==> src/rtl/lla_pkg.sv <==
// lla_pkg: shared types and constants of the light level averager.
// No dependencies; imported by light_level_averager_unit.
package lla_pkg;

   // field widths
   localparam int unsigned SAMPLE_W = 12;
   localparam int unsigned COUNT_W  = 11;
   localparam int unsigned MV_W     = 12;
   localparam int unsigned PCT_W    = 14;
   localparam int unsigned LEVEL_W  = 3;
   localparam int unsigned PADDR_W  = 4;
   localparam int unsigned PDATA_W  = 32;

   // shared divider: quotient bits per operation
   localparam int unsigned QUO_W     = 14;
   localparam int unsigned AVG_QBITS = 12;
   localparam int unsigned PCT_QBITS = 14;
   localparam int unsigned STEP_W    = 4;

   // shared multiplier operand widths
   localparam int unsigned MUL_A_W = 12;
   localparam int unsigned MUL_B_W = 14;
   localparam int unsigned PROD_W  = MUL_A_W + MUL_B_W;

   // register indexes (paddr[3:2])
   localparam logic [1:0] REG_SAMPLE_COUNT = 2'd0;
   localparam logic [1:0] REG_MIN_RAW      = 2'd1;
   localparam logic [1:0] REG_MAX_RAW      = 2'd2;

   // reset values
   localparam logic [COUNT_W-1:0]  RST_SAMPLE_COUNT = 11'd16;
   localparam logic [SAMPLE_W-1:0] RST_MIN_RAW      = 12'd100;
   localparam logic [SAMPLE_W-1:0] RST_MAX_RAW      = 12'd4095;

   // voltage curve
   localparam logic [SAMPLE_W-1:0] VOLT_KNEE      = 12'd2048;
   localparam logic [MUL_B_W-1:0]  VOLT_LOW_GAIN  = 14'd1100;
   localparam logic [MUL_B_W-1:0]  VOLT_HIGH_GAIN = 14'd1350;
   localparam logic [MV_W-1:0]     VOLT_KNEE_MV   = 12'd1100;
   localparam logic [MV_W-1:0]     VOLT_HIGH_SPAN = 12'd2047;

   // percent scale and level thresholds
   localparam logic [MUL_B_W-1:0] PCT_SCALE = 14'd10000;
   localparam logic [PCT_W-1:0]   PCT_FULL  = 14'd10000;
   localparam logic [PCT_W-1:0]   PCT_ZERO  = 14'd0;
   localparam logic [PCT_W-1:0]   LVL_DIM_TH    = 14'd1000;
   localparam logic [PCT_W-1:0]   LVL_SHADOW_TH = 14'd3000;
   localparam logic [PCT_W-1:0]   LVL_BRIGHT_TH = 14'd6000;
   localparam logic [PCT_W-1:0]   LVL_VBRIGHT_TH = 14'd8500;

   localparam logic [LEVEL_W-1:0] LVL_DARK    = 3'd0;
   localparam logic [LEVEL_W-1:0] LVL_DIM     = 3'd1;
   localparam logic [LEVEL_W-1:0] LVL_SHADOW  = 3'd2;
   localparam logic [LEVEL_W-1:0] LVL_BRIGHT  = 3'd3;
   localparam logic [LEVEL_W-1:0] LVL_VBRIGHT = 3'd4;

   typedef enum logic [2:0] {
      ST_IDLE,
      ST_DIV_AVG,
      ST_MUL_V,
      ST_VOLT,
      ST_MUL_P,
      ST_LOAD_P,
      ST_DIV_P,
      ST_DONE
   } lla_state_type;

   function automatic logic [LEVEL_W-1:0] level_of(input logic [PCT_W-1:0] pct);
      logic [LEVEL_W-1:0] lvl;
      if (pct < LVL_DIM_TH)          lvl = LVL_DARK;
      else if (pct < LVL_SHADOW_TH)  lvl = LVL_DIM;
      else if (pct < LVL_BRIGHT_TH)  lvl = LVL_SHADOW;
      else if (pct < LVL_VBRIGHT_TH) lvl = LVL_BRIGHT;
      else                           lvl = LVL_VBRIGHT;
      return lvl;
   endfunction

endpackage

==> src/rtl/light_level_averager_unit.sv <==
// light_level_averager_unit: boxcar average of ADC samples with voltage and
// percent calibration. Depends on lla_pkg (types, constants, level_of).
//
//   channel  | handshake            | payload
//   ---------+----------------------+------------------------------------------
//   request  | req_valid/req_stall  | req_adc_sample
//   response | rsp_valid/rsp_stall  | rsp_average_raw, rsp_voltage_mv,
//            |                      | rsp_percent_hundredths, rsp_light_level
//   config   | APB psel/penable     | paddr, pwdata, prdata (pready tied high)
//
// A request that does not close a window is only accumulated. A request
// that closes it runs the shared restoring divider (one bit per cycle) and
// the shared 12x14 multiplier: 12 average bits, then, unless the percent
// clamps, 14 percent bits. Synchronous active-high reset clears the window
// and loads register defaults. A finished response waits in the output
// register; the next request is taken meanwhile, and only a second closed
// window waits for it to drain.
module light_level_averager_unit #(
   parameter int unsigned MAX_SAMPLES = 1024
) (
   input  logic                          clock,
   input  logic                          reset,
   // request channel
   input  logic                          req_valid,
   output logic                          req_stall,
   input  logic [lla_pkg::SAMPLE_W-1:0]  req_adc_sample,
   // response channel
   output logic                          rsp_valid,
   input  logic                          rsp_stall,
   output logic [lla_pkg::SAMPLE_W-1:0]  rsp_average_raw,
   output logic [lla_pkg::MV_W-1:0]      rsp_voltage_mv,
   output logic [lla_pkg::PCT_W-1:0]     rsp_percent_hundredths,
   output logic [lla_pkg::LEVEL_W-1:0]   rsp_light_level,
   // configuration port
   input  logic                          psel,
   input  logic                          penable,
   input  logic                          pwrite,
   input  logic [lla_pkg::PADDR_W-1:0]   paddr,
   input  logic [lla_pkg::PDATA_W-1:0]   pwdata,
   output logic [lla_pkg::PDATA_W-1:0]   prdata,
   output logic                          pready
);
   import lla_pkg::*;

   // window counter, sum, divider widths
   localparam int unsigned CW = $clog2(MAX_SAMPLES + 1);
   localparam int unsigned SW = CW + SAMPLE_W;
   localparam int unsigned EW = (CW > COUNT_W) ? CW : COUNT_W;
   localparam int unsigned DW = (CW > SAMPLE_W) ? CW : SAMPLE_W;
   localparam logic [EW-1:0] MAX_CNT = EW'(MAX_SAMPLES);

   lla_state_type state_ff, state_in;

   // configuration registers
   logic [COUNT_W-1:0]  cfg_count_ff;
   logic [SAMPLE_W-1:0] cfg_min_ff, cfg_max_ff;

   // window state
   logic [SW-1:0] sum_ff, sum_in;
   logic [CW-1:0] seen_ff, seen_in;

   // shared divider
   logic [DW-1:0]     div_rem_ff, div_rem_in;
   logic [DW-1:0]     div_den_ff, div_den_in;
   logic [QUO_W-1:0]  div_sh_ff, div_sh_in;
   logic [QUO_W-1:0]  div_q_ff, div_q_in;
   logic [STEP_W-1:0] div_cnt_ff, div_cnt_in;
   logic [DW:0]       div_trial;
   logic              div_ge;
   logic              div_last;

   // shared multiplier
   logic [MUL_A_W-1:0] mul_a;
   logic [MUL_B_W-1:0] mul_b;
   logic [PROD_W-1:0]  prod_ff, prod_in;

   // result registers
   logic [SAMPLE_W-1:0] avg_ff, avg_in;
   logic [MV_W-1:0]     volt_ff, volt_in;
   logic [PCT_W-1:0]    pct_ff, pct_in;

   logic                rsp_valid_ff, rsp_valid_in;
   logic [SAMPLE_W-1:0] out_avg_ff, out_avg_in;
   logic [MV_W-1:0]     out_volt_ff, out_volt_in;
   logic [PCT_W-1:0]    out_pct_ff, out_pct_in;
   logic [LEVEL_W-1:0]  out_lvl_ff, out_lvl_in;

   // request side
   logic          req_take;
   logic [SW-1:0] sum_next;
   logic [CW-1:0] seen_next;
   logic [EW-1:0] eff_count;
   logic          win_close;

   // voltage helpers
   logic [10:0]     vh_q0;
   logic [MV_W-1:0] vh_r0;
   logic [10:0]     vh_q;

   logic cfg_wr;

   //---------------------------------------------------------------
   // configuration port
   //---------------------------------------------------------------
   assign pready = 1'b1;
   assign cfg_wr = psel & penable & pwrite;

   always_ff @(posedge clock) begin
      if (reset) begin
         cfg_count_ff <= RST_SAMPLE_COUNT;
         cfg_min_ff   <= RST_MIN_RAW;
         cfg_max_ff   <= RST_MAX_RAW;
      end else if (cfg_wr) begin
         unique case (paddr[3:2])
            REG_SAMPLE_COUNT: cfg_count_ff <= pwdata[COUNT_W-1:0];
            REG_MIN_RAW:      cfg_min_ff   <= pwdata[SAMPLE_W-1:0];
            REG_MAX_RAW:      cfg_max_ff   <= pwdata[SAMPLE_W-1:0];
            default: ;
         endcase
      end
   end

   always_comb begin
      unique case (paddr[3:2])
         REG_SAMPLE_COUNT: prdata = PDATA_W'(cfg_count_ff);
         REG_MIN_RAW:      prdata = PDATA_W'(cfg_min_ff);
         REG_MAX_RAW:      prdata = PDATA_W'(cfg_max_ff);
         default:          prdata = '0;
      endcase
   end

   //---------------------------------------------------------------
   // window accumulation
   //---------------------------------------------------------------
   assign req_stall = (state_ff != ST_IDLE);
   assign req_take  = req_valid & ~req_stall;

   // zero count acts as one, large counts clamp to MAX_SAMPLES
   always_comb begin
      if (cfg_count_ff == '0)
         eff_count = EW'(1);
      else if (EW'(cfg_count_ff) > MAX_CNT)
         eff_count = MAX_CNT;
      else
         eff_count = EW'(cfg_count_ff);
   end

   assign sum_next  = sum_ff + SW'(req_adc_sample);
   assign seen_next = seen_ff + CW'(1);
   // lowered count mid-window closes on the next sample
   assign win_close = (EW'(seen_next) >= eff_count);

   //---------------------------------------------------------------
   // shared divider step: restoring, one quotient bit per cycle
   //---------------------------------------------------------------
   assign div_trial = {div_rem_ff, div_sh_ff[QUO_W-1]};
   assign div_ge    = (div_trial >= {1'b0, div_den_ff});
   assign div_last  = (div_cnt_ff == STEP_W'(1));

   //---------------------------------------------------------------
   // voltage above the knee: x / 2047 via x/2048 plus one correction
   //---------------------------------------------------------------
   assign vh_q0 = prod_ff[21:11];
   assign vh_r0 = MV_W'(prod_ff[10:0]) + MV_W'(vh_q0);
   assign vh_q  = vh_q0 + 11'(vh_r0 >= VOLT_HIGH_SPAN);

   // shared multiplier operands
   always_comb begin
      mul_a = MUL_A_W'(avg_ff - cfg_min_ff);
      mul_b = PCT_SCALE;
      if (state_ff == ST_MUL_V) begin
         if (div_q_ff[SAMPLE_W-1:0] < VOLT_KNEE) begin
            mul_a = div_q_ff[SAMPLE_W-1:0];
            mul_b = VOLT_LOW_GAIN;
         end else begin
            mul_a = div_q_ff[SAMPLE_W-1:0] - VOLT_KNEE;
            mul_b = VOLT_HIGH_GAIN;
         end
      end
   end

   //---------------------------------------------------------------
   // sequencer
   //---------------------------------------------------------------
   always_ff @(posedge clock) begin
      if (reset) begin
         state_ff     <= ST_IDLE;
         sum_ff       <= '0;
         seen_ff      <= '0;
         rsp_valid_ff <= 1'b0;
      end else begin
         state_ff     <= state_in;
         sum_ff       <= sum_in;
         seen_ff      <= seen_in;
         rsp_valid_ff <= rsp_valid_in;
      end
   end

   always_ff @(posedge clock) begin
      div_rem_ff  <= div_rem_in;
      div_den_ff  <= div_den_in;
      div_sh_ff   <= div_sh_in;
      div_q_ff    <= div_q_in;
      div_cnt_ff  <= div_cnt_in;
      prod_ff     <= prod_in;
      avg_ff      <= avg_in;
      volt_ff     <= volt_in;
      pct_ff      <= pct_in;
      out_avg_ff  <= out_avg_in;
      out_volt_ff <= out_volt_in;
      out_pct_ff  <= out_pct_in;
      out_lvl_ff  <= out_lvl_in;
   end

   always_comb begin
      state_in     = state_ff;
      sum_in       = sum_ff;
      seen_in      = seen_ff;
      div_rem_in   = div_rem_ff;
      div_den_in   = div_den_ff;
      div_sh_in    = div_sh_ff;
      div_q_in     = div_q_ff;
      div_cnt_in   = div_cnt_ff;
      prod_in      = prod_ff;
      avg_in       = avg_ff;
      volt_in      = volt_ff;
      pct_in       = pct_ff;
      rsp_valid_in = rsp_valid_ff & rsp_stall;
      out_avg_in   = out_avg_ff;
      out_volt_in  = out_volt_ff;
      out_pct_in   = out_pct_ff;
      out_lvl_in   = out_lvl_ff;

      unique case (state_ff)
         ST_IDLE: begin
            if (req_take) begin
               if (win_close) begin
                  sum_in     = '0;
                  seen_in    = '0;
                  // sum < count * 4096, so the top bits already sit below the divisor
                  div_rem_in = DW'(sum_next >> AVG_QBITS);
                  div_sh_in  = QUO_W'(sum_next[AVG_QBITS-1:0]) << (QUO_W - AVG_QBITS);
                  div_den_in = DW'(seen_next);
                  div_q_in   = '0;
                  div_cnt_in = STEP_W'(AVG_QBITS);
                  state_in   = ST_DIV_AVG;
               end else begin
                  sum_in  = sum_next;
                  seen_in = seen_next;
               end
            end
         end
         ST_DIV_AVG, ST_DIV_P: begin
            div_rem_in = div_ge ? DW'(div_trial - {1'b0, div_den_ff}) : DW'(div_trial);
            div_sh_in  = div_sh_ff << 1;
            div_q_in   = {div_q_ff[QUO_W-2:0], div_ge};
            div_cnt_in = div_cnt_ff - STEP_W'(1);
            if (div_last) begin
               if (state_ff == ST_DIV_AVG) begin
                  state_in = ST_MUL_V;
               end else begin
                  pct_in   = PCT_W'({div_q_ff[QUO_W-2:0], div_ge});
                  state_in = ST_DONE;
               end
            end
         end
         ST_MUL_V: begin
            avg_in   = div_q_ff[SAMPLE_W-1:0];
            prod_in  = PROD_W'(mul_a) * PROD_W'(mul_b);
            state_in = ST_VOLT;
         end
         ST_VOLT: begin
            if (avg_ff < VOLT_KNEE)
               volt_in = MV_W'(prod_ff[21:11]);
            else
               volt_in = VOLT_KNEE_MV + MV_W'(vh_q);
            // min test first: inverted calibration never divides
            if (avg_ff <= cfg_min_ff) begin
               pct_in   = PCT_ZERO;
               state_in = ST_DONE;
            end else if (avg_ff >= cfg_max_ff) begin
               pct_in   = PCT_FULL;
               state_in = ST_DONE;
            end else begin
               state_in = ST_MUL_P;
            end
         end
         ST_MUL_P: begin
            prod_in  = PROD_W'(mul_a) * PROD_W'(mul_b);
            state_in = ST_LOAD_P;
         end
         ST_LOAD_P: begin
            // quotient < 10000 keeps numerator >> 14 below the divisor
            div_rem_in = DW'(prod_ff >> PCT_QBITS);
            div_sh_in  = prod_ff[PCT_QBITS-1:0];
            div_den_in = DW'(cfg_max_ff - cfg_min_ff);
            div_q_in   = '0;
            div_cnt_in = STEP_W'(PCT_QBITS);
            state_in   = ST_DIV_P;
         end
         ST_DONE: begin
            // hand off once the output register is free
            if (!rsp_valid_ff || !rsp_stall) begin
               rsp_valid_in = 1'b1;
               out_avg_in   = avg_ff;
               out_volt_in  = volt_ff;
               out_pct_in   = pct_ff;
               out_lvl_in   = level_of(pct_ff);
               state_in     = ST_IDLE;
            end
         end
         default: state_in = ST_IDLE;
      endcase
   end

   assign rsp_valid              = rsp_valid_ff;
   assign rsp_average_raw        = out_avg_ff;
   assign rsp_voltage_mv         = out_volt_ff;
   assign rsp_percent_hundredths = out_pct_ff;
   assign rsp_light_level        = out_lvl_ff;

endmodule
==> config.mk <==
export PLATFORM = sky130hd
export DESIGN_NAME = light_level_averager_unit
export DESIGN_NICKNAME = d
export VERILOG_FILES = /design/src/rtl/lla_pkg.sv /design/src/rtl/light_level_averager_unit.sv
export SDC_FILE = /design/constraint.sdc
export NUM_CORES = 1
export LEC_CHECK = 0
export BUFFER_PORTS_ARGS = -buffer_cell sky130_fd_sc_hd__buf_4
export CAP_MARGIN = 20
export CORE_AREA = 2 2 242 244
export CTS_CLUSTER_DIAMETER = 150
export DETAILED_ROUTE_END_ITERATION = 16
export DIE_AREA = 0 0 244 246
export GPL_TIMING_DRIVEN = 0
export SETUP_SLACK_MARGIN = 0.3
export SYNTH_ARGS = -nofsm -noshare
export SYNTH_HDL_FRONTEND = slang
export SYNTH_SLANG_ARGS = --single-unit
==> constraint.sdc <==
create_clock -name clock -period 10.2 [get_ports clock]
set_input_delay 1.02 -clock clock [delete_from_list [all_inputs] [get_ports clock]]
set_output_delay 1.02 -clock clock [all_outputs]
set_load 0.01 [all_outputs]
======== Yosys cells after proc, flatten, opt, wreduce, memory -nomap -nowiden ========
Cells that the tools add are included.
word-level totals
  input port bits ......................... 55
  output and inout port bits .............. 76
  bits in registers ....................... 233
cells by class
  eq/ne operators ......................... 16
  multipliers ............................. 1
  magnitude comparators ................... 12
  $add $sub $neg .......................... 10
  mux-type cells .......................... 44
  reductions and logical operators ........ 23
  bitwise operators ....................... 5
operator list
  kind                                                                             number
  14-bit two-way mux                                                               7
  12-bit two-way mux                                                               7
  12-bit case mux with 3 select lines                                              2
  11-bit two-way mux                                                               4
  14-bit case mux with 3 select lines                                              1
  13-bit case mux with 3 select lines                                              1
  12-bit subtractor                                                                3
  14-bit case mux with 2 select lines                                              1
  12-bit by 14-bit multiplier with 26-bit output                                   1
  13-bit two-way mux                                                               2
  12-bit less-than comparator (second input constant)                              2
  12-bit case mux with 2 select lines                                              1
  23-bit by 12-bit adder with 23-bit output                                        1
  23-bit two-way mux                                                               1
  3-bit case mux with 7 select lines                                               1
  3-bit two-way mux                                                                6
  14-bit by 10-bit less-than comparator with 1-bit output (second input constant)  1
  14-bit by 12-bit less-than comparator with 1-bit output (second input constant)  1
  14-bit by 13-bit less-than comparator with 1-bit output (second input constant)  1
  14-bit less-than comparator (second input constant)                              1
  13-bit by 12-bit greater-or-equal comparator with 1-bit output                   1
  11-bit by 11-bit adder with 12-bit output                                        1
  11-bit by 11-bit adder with 12-bit output (first input constant)                 1
  3-bit == test (second input constant)                                            4
  other kinds (35)                                                                 59

======== Longest topological paths before layout ========
Gate-level depths: netlist of run 1.
  depth in word-level cells ............... 7
  gate-level depth with buffers ........... 27
  gate-level depth less buffers ........... 27

======== Worst setup path after synthesis of run 1 ========
OpenSTA, ideal clock, no wires.
  path type ............................... register to register
  start ................................... reg avg_ff[0]
  end ..................................... reg prod_ff[25] (data pin)
  required time ........................... 9935 ps
  path slack .............................. 3669 ps
  setup time .............................. 265 ps
  stages on the path, launching flop included .. 27
  data arrival time ....................... 6266 ps
  cell sequence ........................... edfxtp_1 > inv_1 > ha_1 > inv_1 > fa_1 > a21o_1 > a221oi_1 > o21ai_1 > a21o_1 > a21oi_1 > xnor2_1 > nor2_1 > ha_1 > fa_1 > inv_1 > fa_1 > fa_1 > fa_1 > inv_1 > ha_1 > a21o_1 > a21o_1 > a21oi_1 > o21ai_1 > a211oi_1 > o21ai_0 > xor2_1
on the way
  cells in the longest elaborated chain, start to end .. 3
RTL lines
  element                                         line                                                                RTL
  from (decl)                                     light_level_averager_unit.sv:78                                     logic [SAMPLE_W-1:0] avg_ff, avg_in;
  from (signal assigned)                          light_level_averager_unit.sv:206                                    avg_ff <= avg_in;
  12-bit subtractor                               light_level_averager_unit.sv:169                                    mul_a = MUL_A_W'(avg_ff - cfg_min_ff);
  12-bit two-way mux                              light_level_averager_unit.sv:171                                    if (state_ff == ST_MUL_V) begin
  12-bit by 14-bit multiplier with 26-bit output  light_level_averager_unit.sv:269, light_level_averager_unit.sv:289
  to (signal assigned)                            light_level_averager_unit.sv:205                                    prod_ff <= prod_in;
  to (decl)                                       light_level_averager_unit.sv:75                                     logic [PROD_W-1:0] prod_ff, prod_in;
Every way passes these cells.
A chain may end at the register's enable or synchronous reset.

======== Worst setup path in the final report of run 1 ========
  start ................................... reg avg_ff[0]
  end ..................................... reg prod_ff[23] (data pin)
The elaborated chain is that of the path after synthesis.

==> results of run 1 <==
==> worst register-to-register path, cell delays in order, from the launching register on <==
cell	delay [ps]
sky130_fd_sc_hd__edfxtp_1	410
sky130_fd_sc_hd__inv_1	110
sky130_fd_sc_hd__ha_1	170
sky130_fd_sc_hd__inv_1	50
sky130_fd_sc_hd__fa_1	390
sky130_fd_sc_hd__a21o_1	190
sky130_fd_sc_hd__a221oi_1	370
sky130_fd_sc_hd__o21ai_1	220
sky130_fd_sc_hd__a21o_1	210
sky130_fd_sc_hd__a21oi_1	170
sky130_fd_sc_hd__xnor2_1	240
sky130_fd_sc_hd__nor2_1	190
sky130_fd_sc_hd__ha_1	350
sky130_fd_sc_hd__fa_1	560
sky130_fd_sc_hd__inv_1	70
sky130_fd_sc_hd__fa_1	510
sky130_fd_sc_hd__fa_1	480
sky130_fd_sc_hd__fa_1	520
sky130_fd_sc_hd__inv_1	40
sky130_fd_sc_hd__ha_1	340
sky130_fd_sc_hd__a21o_1	170
sky130_fd_sc_hd__a21o_1	200
sky130_fd_sc_hd__a21oi_1	120
sky130_fd_sc_hd__o21ai_1	170
sky130_fd_sc_hd__a211oi_1	450
sky130_fd_sc_hd__o21bai_1	140
sky130_fd_sc_hd__xor2_1	360
==> logic make-up (layout without fill, tap and decap cells) <==
logic type / count (synthesis) / in the layout
other: 2 / 26
AND/OR/NAND/NOR: 513 / 513
buffers and inverters: 269 / 405
AO/OA/AOI/OAI: 404 / 404
multiplexers: 28 / 28
XOR/XNOR: 90 / 90
flip-flops: 231 / 231
adder cells (fa/ha/maj): 242 / 242
==> power breakdown <==
part	switching, mW	internal [mW]
Sequential	0.0136	1.03
Clock	0.409	0.568
Combinational	0.350	0.236
Total	0.772	1.84
==> final timing paths <==
kind	start	to	slack [ps]	cells after the start
worst max-delay path	avg_ff[0]$_DFFE_PP_	prod_ff[23]$_DFFE_PP_	2760	26
worst max register to register	avg_ff[0]$_DFFE_PP_	prod_ff[23]$_DFFE_PP_	2760	26
worst min-delay path	volt_ff[2]$_DFFE_PP_	rsp_voltage_mv[2]$_DFFE_PP_	410	0
worst min register to register	volt_ff[2]$_DFFE_PP_	rsp_voltage_mv[2]$_DFFE_PP_	410	0
==> state kept, by name (all words and copies together) (netlist names), 12 cells and up <==
name                    cells
avg_ff                     12
cfg_max_ff                 12
cfg_min_ff                 12
div_den_ff                 12
div_q_ff                   13
div_rem_ff                 12
div_sh_ff                  13
pct_ff                     14
prod_ff                    25
rsp_average_raw            12
rsp_percent_hundredths     14
rsp_voltage_mv             12
sum_ff                     23
volt_ff                    12
==> metrics by stage <==
stage | instance area, um^2 | setup WS, ps | util (%)
after CTS | 19700 | 2570 | 34.3
final | 19700 | 2760 | 34.3
after global placement | 18700 | 2640 | 32.6
after global routing | 19700 | 2180 | 34.3
after detailed placement | 18800 | 2630 | 32.8
after floorplan | 17100 | 3670 | -
==> cell usage after synthesis (12+ instances only) <==
library cell and instances:
sky130_fd_sc_hd__fa_1 68, sky130_fd_sc_hd__nand2b_1 15, sky130_fd_sc_hd__mux2i_1 23, sky130_fd_sc_hd__o211ai_1 25, sky130_fd_sc_hd__a31oi_1 13, sky130_fd_sc_hd__dfxtp_1 73
sky130_fd_sc_hd__nor2_1 99, sky130_fd_sc_hd__or2_2 12, sky130_fd_sc_hd__o21ai_0 69, sky130_fd_sc_hd__inv_1 187, sky130_fd_sc_hd__nor3_1 26, sky130_fd_sc_hd__nor2b_1 20
sky130_fd_sc_hd__nand2_1 192, sky130_fd_sc_hd__edfxtp_1 158, sky130_fd_sc_hd__nand3_1 40, sky130_fd_sc_hd__ha_1 173, sky130_fd_sc_hd__and2_1 37, sky130_fd_sc_hd__and3_1 18
sky130_fd_sc_hd__xor2_1 36, sky130_fd_sc_hd__clkbuf_1 49, sky130_fd_sc_hd__a21oi_1 124, sky130_fd_sc_hd__a21o_1 27, sky130_fd_sc_hd__o21a_1 20, sky130_fd_sc_hd__buf_4 22
sky130_fd_sc_hd__a211oi_1 14, sky130_fd_sc_hd__xnor2_1 54
==> layer usage <==
layer | GRT usage [%] | routed length (um) | vias up
met4 | 4.00 | 879 | 0
met5 | 0 | 0 | -
met1 | 19.9 | 20500 | 6594
met3 | 1.96 | 2300 | 63
li1 | - | - | 6515
met2 | 27.4 | 23600 | 327
==> cell type report <==
class / instances / area, um^2
timing repair buffer: 90 / 719
clock inverter: 14 / 148
clock buffer: 32 / 737
buffer: 80 / 390
multi-input combinational: 1303 / 9820
fill: 5744 / 37700
tap: 765 / 957
sequential: 231 / 6210
inverter: 189 / 709
==> reports/qor.json, run 1 <==
{
  "outcome": {
    "outcome": "completed"
  },
  "pwr": {
    "ir_drop_uv": 108,
    "power.static_leakage_nw": 8.32,
    "powerDensity_mw_per_mm2": 133,
    "post-layout-total-power_mw": 2.61
  },
  "setup_path": {
    "crit_path_start_kind": "register",
    "cpPeakStageDelay_ps": 560,
    "worst_setup_path_end_kind": "register",
    "buf_inv_stages_crit_path": 4,
    "crit_path_frequent_cell": "sky130_fd_sc_hd__fa_1",
    "timing_worst_setup_path_type": "register to register",
    "critPathRequiredTime_ps": 10510,
    "critPathArrivalTime_ps": 7750,
    "critical_path.max_fanout": 4,
    "cpMaxStageDelayCell": "sky130_fd_sc_hd__fa_1",
    "timing.critical_path.max_delay_family": "adder cells"
  },
  "cts": {
    "cts.reportedPaths.clkPinSlew_ps": 70,
    "post_cts_resize_count": 0,
    "clock_sinks": 231,
    "cts_hold_repair.buffers": 0,
    "tritoncts_clock_tree": "yes",
    "clock_path_buffers": 3,
    "clock_tree.htree_level_count": 1,
    "clk_latency_ps": 570,
    "root_buffer_cell": "sky130_fd_sc_hd__clkbuf_16",
    "count_of_buffers_added_by_post_cts_timing_repair_for_setup": 0,
    "tritoncts.num_buffers": 25
  },
  "synth": {
    "ys_dominant_reg_cell": "sky130_fd_sc_hd__edfxtp_1",
    "synth-edff-count": 158,
    "post_synth_arst_share_pct": 0,
    "synth_mux_area_share_pct": 1.68,
    "synth_xor_area_share_pct": 4.63,
    "synth_fa_ha_area_share_pct": 20.8,
    "ys_seq_area_share_pct": 36.5,
    "syn-cell-area_mm2": 0.0170,
    "yosysTopAreaCell": "sky130_fd_sc_hd__edfxtp_1",
    "synthesis.instances": 1779,
    "ys_warn_count": 0,
    "yosys.area_share.simple_pct": 14.5,
    "synth_top_area_share_pct": 27.9,
    "synth.lib_cells_used.distinct": 81,
    "synth_top_cells_by_area": "sky130_fd_sc_hd__edfxtp_1 (28%), sky130_fd_sc_hd__ha_1 (13%), sky130_fd_sc_hd__dfxtp_1 (8.6%), sky130_fd_sc_hd__fa_1 (8.0%), sky130_fd_sc_hd__nand2_1 (4.2%)",
    "synth_compound_gate_area_share_pct": 15.5,
    "ys_seq_elements": 231,
    "syn-mean-instance-area_um2": 9.56,
    "dominant_combinational_cell_family_by_area_after_synthesis": "adder cells"
  },
  "grt": {
    "grt_pass1_wl_mm": 73.8,
    "number_of_antenna_violations_at_the_first_check_in_global_routing": 0,
    "grtUsageTotal_pct": 15.5,
    "grt_overflow": 0,
    "grt_pass1_vias": 13500,
    "grt_max_degree": 30
  },
  "route": {
    "drt-pass1-iter-count": 7,
    "routedWlPerCell_um": 17.5,
    "route.detailed.vias_per_inst": 4.99,
    "detailroute.via_count": 13500,
    "drt-total-wl_mm": 47.3,
    "drt_iter0_drc": 892,
    "drc_errors": 0,
    "route.antenna.remaining_nets": 0
  },
  "sta": {
    "finalMaxSlewViolations": 0,
    "slew-limit-headroom_pct": 9.72,
    "setup_viol_count_final": 0,
    "hold_ws_ps": 413,
    "fin_crit_ps": 7440,
    "fmaxAchievable_mhz": 134,
    "worst_pin_slew_ps": 1350,
    "finClkSkew_ps": 34.6,
    "finalCritPeriodShare_pct": 73.0,
    "final-hold-violation-count": 0,
    "sum_neg_setup_slack_ps": 0,
    "rsz_0062_raised_after_global_routing": "false"
  },
  "placement": {
    "weighted_congestion_at_the_end_of_routability_driven_global_placement": 0.885,
    "post-dp-hpwl_mm": 37.7,
    "io_buffer_count": 86,
    "place_inst": 2657
  },
  "die": {
    "starting_density_of_the_core_pct": 29.7,
    "die_x_um": 244,
    "core-area_mm2": 0.0574,
    "io_pins": 131,
    "std_cell_rows": 88,
    "die_h_um": 246,
    "total_die_area_mm2": 0.0600
  },
  "layout": {
    "post_route_cells_drive_above_1_share_pct": 10.0,
    "commonest_cells_after_routing_fill_and_taps_aside": "sky130_fd_sc_hd__nand2_1 (192), sky130_fd_sc_hd__inv_1 (188), sky130_fd_sc_hd__ha_1 (173), sky130_fd_sc_hd__edfxtp_1 (158), sky130_fd_sc_hd__a21oi_1 (123)",
    "antenna_cell_count": 0,
    "layout.cells.most_common": "sky130_fd_sc_hd__nand2_1",
    "synthToLayoutAreaGrowth_pct": 15.7,
    "final_cell_count_no_fill": 2704,
    "final_nets": 2216
  },
  "min_path": {
    "worst_hold_path_type": "register to register"
  },
  "run": {
    "max_cap_viol": 0
  }
}
No activity file was read; power rests on OpenSTA's default activity.
==> inputs of run 2 (changes only) <==
Settings changed: ABC_AREA from default to 1, CORE_AREA 2 2 242 244 to 2 2 246 248, DIE_AREA 0 0 244 246 to 0 0 248 250.
Clock period 10.2 ns to 7.8 ns, I/O delays scaled along.
==> reports/qor.json, run 2 <==
{
  "layout": {
    "max_flop_register": "prod_ff",
    "largest_register_ff_count": {"value": 25, "change": "unchanged"},
    "synthToLayoutAreaGrowth_pct": 14.9,
    "post_route_cells_drive_above_1_share": {"value": 10.2, "unit": "%", "change": "+0.22 points"},
    "commonest_cells_after_routing_fill_and_taps_aside": "sky130_fd_sc_hd__nand2_1 (542), sky130_fd_sc_hd__inv_1 (358), sky130_fd_sc_hd__ha_1 (173), sky130_fd_sc_hd__nor2_1 (172), sky130_fd_sc_hd__edfxtp_1 (158)",
    "final_nets": {"value": 2625, "change": "+18%"},
    "sequential_cell_area": {"value": 0.00621, "unit": "mm^2", "change": "unchanged"},
    "finish.utilization": {"value": 34.1, "unit": "%", "change": "-0.23 points"},
    "final_cell_count_no_fill": {"value": 3129, "change": "+16%"},
    "antenna_cell_count": {"value": 0, "change": "unchanged"},
    "layout.cells.most_common": "sky130_fd_sc_hd__nand2_1",
    "top_regs": "prod_ff x25, sum_ff x23",
    "multi_input_area": {"value": 0.00980, "unit": "mm^2", "change": "-0.15%"},
    "fill_cells": {"value": 6249, "change": "+8.8%"}
  },
  "placement": {
    "weighted_congestion_at_the_end_of_routability_driven_global_placement": {"value": 0.931, "change": "+5.2%"},
    "io_buffer_count": {"value": 86, "change": "unchanged"},
    "post-dp-hpwl": {"value": 38.3, "unit": "mm", "change": "+1.5%"},
    "place_inst": {"value": 3082, "change": "+16%"}
  },
  "die": {
    "io_pins": {"value": 131, "change": "unchanged"},
    "total_die_area": {"value": 0.0620, "unit": "mm^2", "change": "+3.3%"},
    "die_x": {"value": 248, "unit": "um", "change": "+1.6%"},
    "std_cell_rows": {"value": 90, "change": "+2.3%"},
    "die_h": {"value": 250, "unit": "um", "change": "+1.6%"},
    "core-area": {"value": 0.0596, "unit": "mm^2", "change": "+3.8%"},
    "starting_density_of_the_core": {"value": 29.7, "unit": "%", "change": "about the same"}
  },
  "synth": {
    "synth_xor_area_share": {"value": 2.96, "unit": "%", "change": "-1.7 points"},
    "yosys.area_share.simple": {"value": 22.5, "unit": "%", "change": "+8.0 points"},
    "synth_fa_ha_area_share": {"value": 20.0, "unit": "%", "change": "-0.83 points"},
    "post_synth_arst_share": {"value": 0, "unit": "%", "change": "unchanged"},
    "synth.lib_cells_used.distinct": {"value": 52, "change": "-36%"},
    "synth_compound_gate_area_share": {"value": 9.47, "unit": "%", "change": "-6.0 points"},
    "most_used_standard_cell_by_instance_count_after_synthesis": "sky130_fd_sc_hd__nand2_1",
    "syn-cell-area": {"value": 0.0177, "unit": "mm^2", "change": "+3.8%"},
    "dominant_combinational_cell_family_by_area_after_synthesis": "simple AND/OR/NAND/NOR gates",
    "synth_mux_area_share": {"value": 0, "unit": "%", "change": "-1.7 points"},
    "synth-edff-count": {"value": 158, "change": "unchanged"},
    "ys_seq_area_share": {"value": 35.1, "unit": "%", "change": "-1.4 points"},
    "ys_warn_count": {"value": 0, "change": "unchanged"},
    "synth_top_cells_by_area": "sky130_fd_sc_hd__edfxtp_1 (27%), sky130_fd_sc_hd__ha_1 (12%), sky130_fd_sc_hd__nand2_1 (12%), sky130_fd_sc_hd__dfxtp_1 (8.3%), sky130_fd_sc_hd__fa_1 (7.7%)",
    "ys_dominant_reg_cell": "sky130_fd_sc_hd__edfxtp_1",
    "syn-mean-instance-area": {"value": 8.08, "unit": "um^2", "change": "-16%"},
    "ys_seq_elements": {"value": 231, "change": "unchanged"},
    "synth.cells.most_frequent": "sky130_fd_sc_hd__nand2_1 (543), sky130_fd_sc_hd__inv_1 (358), sky130_fd_sc_hd__ha_1 (173), sky130_fd_sc_hd__nor2_1 (173), sky130_fd_sc_hd__edfxtp_1 (158)",
    "synthesis.instances": {"value": 2187, "change": "+23%"},
    "synth_top_area_share": {"value": 26.9, "unit": "%", "change": "-1.0 points"},
    "yosysTopAreaCell": "sky130_fd_sc_hd__edfxtp_1"
  },
  "cts": {
    "clk_latency": {"value": 560, "unit": "ps", "change": "about the same"},
    "clock_path_buffers": {"value": 3, "change": "unchanged"},
    "tritoncts.num_buffers": {"value": 27, "change": "+8.0%"},
    "clock_sinks": {"value": 231, "change": "unchanged"},
    "root_buffer_cell": "sky130_fd_sc_hd__clkbuf_16",
    "post_cts_resize_count": {"value": 0, "change": "unchanged"},
    "cts_hold_repair.buffers": {"value": 0, "change": "unchanged"},
    "count_of_buffers_added_by_post_cts_timing_repair_for_setup": {"value": 0, "change": "unchanged"},
    "cts.reportedPaths.clkPinSlew": {"value": 60, "unit": "ps", "change": "about the same"},
    "tritoncts_clock_tree": "yes",
    "clock_tree.htree_level_count": {"value": 1, "change": "unchanged"}
  },
  "route": {
    "drt_iter0_drc": {"value": 952, "change": "+6.7%"},
    "detailroute.via_count": {"value": 14500, "change": "+7.2%"},
    "drc_errors": {"value": 0, "change": "unchanged"},
    "route.detailed.vias_per_inst": {"value": 4.63, "change": "-7.3%"},
    "drt-total-wl": {"value": 47.3, "unit": "mm", "change": "-0.11%"},
    "route.antenna.remaining_nets": {"value": 0, "change": "unchanged"},
    "routedWlPerCell": {"value": 15.1, "unit": "um", "change": "-14%"},
    "drt-pass1-iter-count": {"value": 7, "change": "unchanged"}
  },
  "pwr": {
    "internal": {"value": 2.63, "unit": "mW", "change": "+43%"},
    "power.static_leakage": {"value": 9.49, "unit": "nW", "change": "+14%"},
    "power.share.clock": {"value": 30.1, "unit": "%", "change": "-7.3 points"},
    "combinationalPowerShare": {"value": 34.3, "unit": "%", "change": "+12 points"},
    "ir_drop": {"value": 138, "unit": "uV", "change": "+28%"},
    "switching_share": {"value": 35.9, "unit": "%", "change": "+6.2 points"},
    "powerDensity": {"value": 202, "unit": "mW/mm^2", "change": "+52%"},
    "net-switching-power": {"value": 1.47, "unit": "mW", "change": "+90%"},
    "power_frac_seq": {"value": 35.6, "unit": "%", "change": "-4.5 points"},
    "post-layout-total-power": {"value": 4.10, "unit": "mW", "change": "+57%"}
  },
  "grt": {
    "grtUsageTotal": {"value": 15.3, "unit": "%", "change": "-0.17 points"},
    "grt_max_degree": {"value": 31, "change": "+3.3%"},
    "grt_pass1_wl": {"value": 75.7, "unit": "mm", "change": "+2.6%"},
    "number_of_antenna_violations_at_the_first_check_in_global_routing": {"value": 1, "change": "+1"},
    "grt_overflow": {"value": 0, "change": "unchanged"},
    "grt_pass1_vias": {"value": 14200, "change": "+4.9%"}
  },
  "sta": {
    "sum_neg_setup_slack": {"value": 0, "unit": "ps", "change": "unchanged"},
    "finalCritPeriodShare": {"value": 85.2, "unit": "%", "change": "+12 points"},
    "fmaxAchievable": {"value": 150, "unit": "MHz", "change": "+12%"},
    "finalMaxSlewViolations": {"value": 0, "change": "unchanged"},
    "slew-limit-headroom": {"value": 35.3, "unit": "%", "change": "+26 points"},
    "final-hold-violation-count": {"value": 0, "change": "unchanged"},
    "rsz_0062_raised_after_global_routing": "false",
    "worst_pin_slew": {"value": 969, "unit": "ps", "change": "-386 ps"},
    "fin_crit": {"value": 6650, "unit": "ps", "change": "-793 ps"},
    "finClkSkew": {"value": 15.1, "unit": "ps", "change": "-19.4 ps"},
    "setup_viol_count_final": {"value": 0, "change": "unchanged"}
  },
  "setup_path": {
    "cpMaxStageDelayCell": "sky130_fd_sc_hd__fa_1",
    "worst_setup_path_end_kind": "register",
    "cpPeakStageDelay": {"value": 550, "unit": "ps", "change": "about the same"},
    "critPathArrivalTime": {"value": 7000, "unit": "ps", "change": "-750 ps"},
    "critPathRequiredTime": {"value": 8150, "unit": "ps", "change": "-2360 ps"},
    "critical_path.max_fanout": {"value": 6, "change": "+2"},
    "crit_path_start_kind": "register",
    "timing_worst_setup_path_type": "register to register"
  },
  "outcome": {
    "outcome": "completed"
  },
  "run": {
    "max_cap_viol": {"value": 0, "change": "unchanged"}
  },
  "min_path": {
    "worst_hold_path_type": "register to register"
  }
}
## run 2: changes by cell type in the layout (fill, tap and decap cells not counted), moves of 20 or more
cell	previous run	this run
sky130_fd_sc_hd__nand2_1	192	542
sky130_fd_sc_hd__inv_1	188	358
sky130_fd_sc_hd__nand3_1	40	117
sky130_fd_sc_hd__nor2_1	98	172
sky130_fd_sc_hd__and2_1	37	0
sky130_fd_sc_hd__clkbuf_1	52	16
sky130_fd_sc_hd__xnor2_1	54	23
sky130_fd_sc_hd__nand4_1	8	35
sky130_fd_sc_hd__a21o_1	27	4
sky130_fd_sc_hd__mux2i_1	23	0
sky130_fd_sc_hd__nor2b_1	20	0
## run 2: final timing paths
check,slack (ps),end,cells past startpoint,from
setup / recovery,1150,prod_ff[25]$_DFFE_PP_,27,avg_ff[0]$_DFFE_PP_
hold / removal,420,rsp_voltage_mv[5]$_DFFE_PP_,0,volt_ff[5]$_DFFE_PP_
setup reg to reg,1150,prod_ff[25]$_DFFE_PP_,27,avg_ff[0]$_DFFE_PP_
hold reg to reg,420,rsp_voltage_mv[5]$_DFFE_PP_,0,volt_ff[5]$_DFFE_PP_
## run 2: cell type report
cell class                      instances  area share [%]
Buffer                                 63            1.90
Clock buffer                           31            3.40
Clock inverter                         16           0.733
Inverter                              367            6.78
Multi-Input combinational cell       1550            48.3
Sequential cell                       231            30.6
Tap cell                              782            4.82
Timing Repair Buffer                   89            3.51
## run 2: critical path, delay by kind of cell, from the launching register on
kind,cells,cell delay (ps)
simple gates,13,1770
compound gates,1,260
fa+ha+maj,8,3480
buf+inv,4,290
flops,1,370
xor+xnor,1,280
## run 2: logic make-up after synthesis
logic type               Yosys count
adder cells (fa/ha/maj)          241
AND/OR/NAND/NOR                  936
AO/OA/AOI/OAI                    289
flip-flops                       231
XOR/XNOR                          58
other                              2
buffers and inverters            430
## run 2: per-layer routing
layer  wire (um)  up-vias  global-route usage, %  share of wire [%]
met3        2600       71                   2.47                5.5
met2       21400      325                   25.1                 45
met5          11        -                      0              0.023
met4        1240        2                   4.19                2.6
li1            -     7382                      -                  -
met1       22000     6695                   20.8                 47
## run 2: stage by stage
stage	hold slack [ps]	area [um^2]	setup slack, ps
6_report	418	20300	1150
3_5_place_dp	405	19500	1150
4_1_cts	418	20300	1150
2_1_floorplan	400	17800	2060
5_1_grt	421	20300	708
3_3_place_gp	402	19400	1220
## run 2: power by group through the flow
stage / clock network [mW] / registers, mW / logic [mW]
global placement: 0 / 1.49 / 1.38
CTS: 1.26 / 1.46 / 1.40
finish: 1.23 / 1.46 / 1.41
detailed placement: 0 / 1.48 / 1.39
global route: 1.30 / 1.46 / 1.61
floorplan: 0 / 1.47 / 1.03
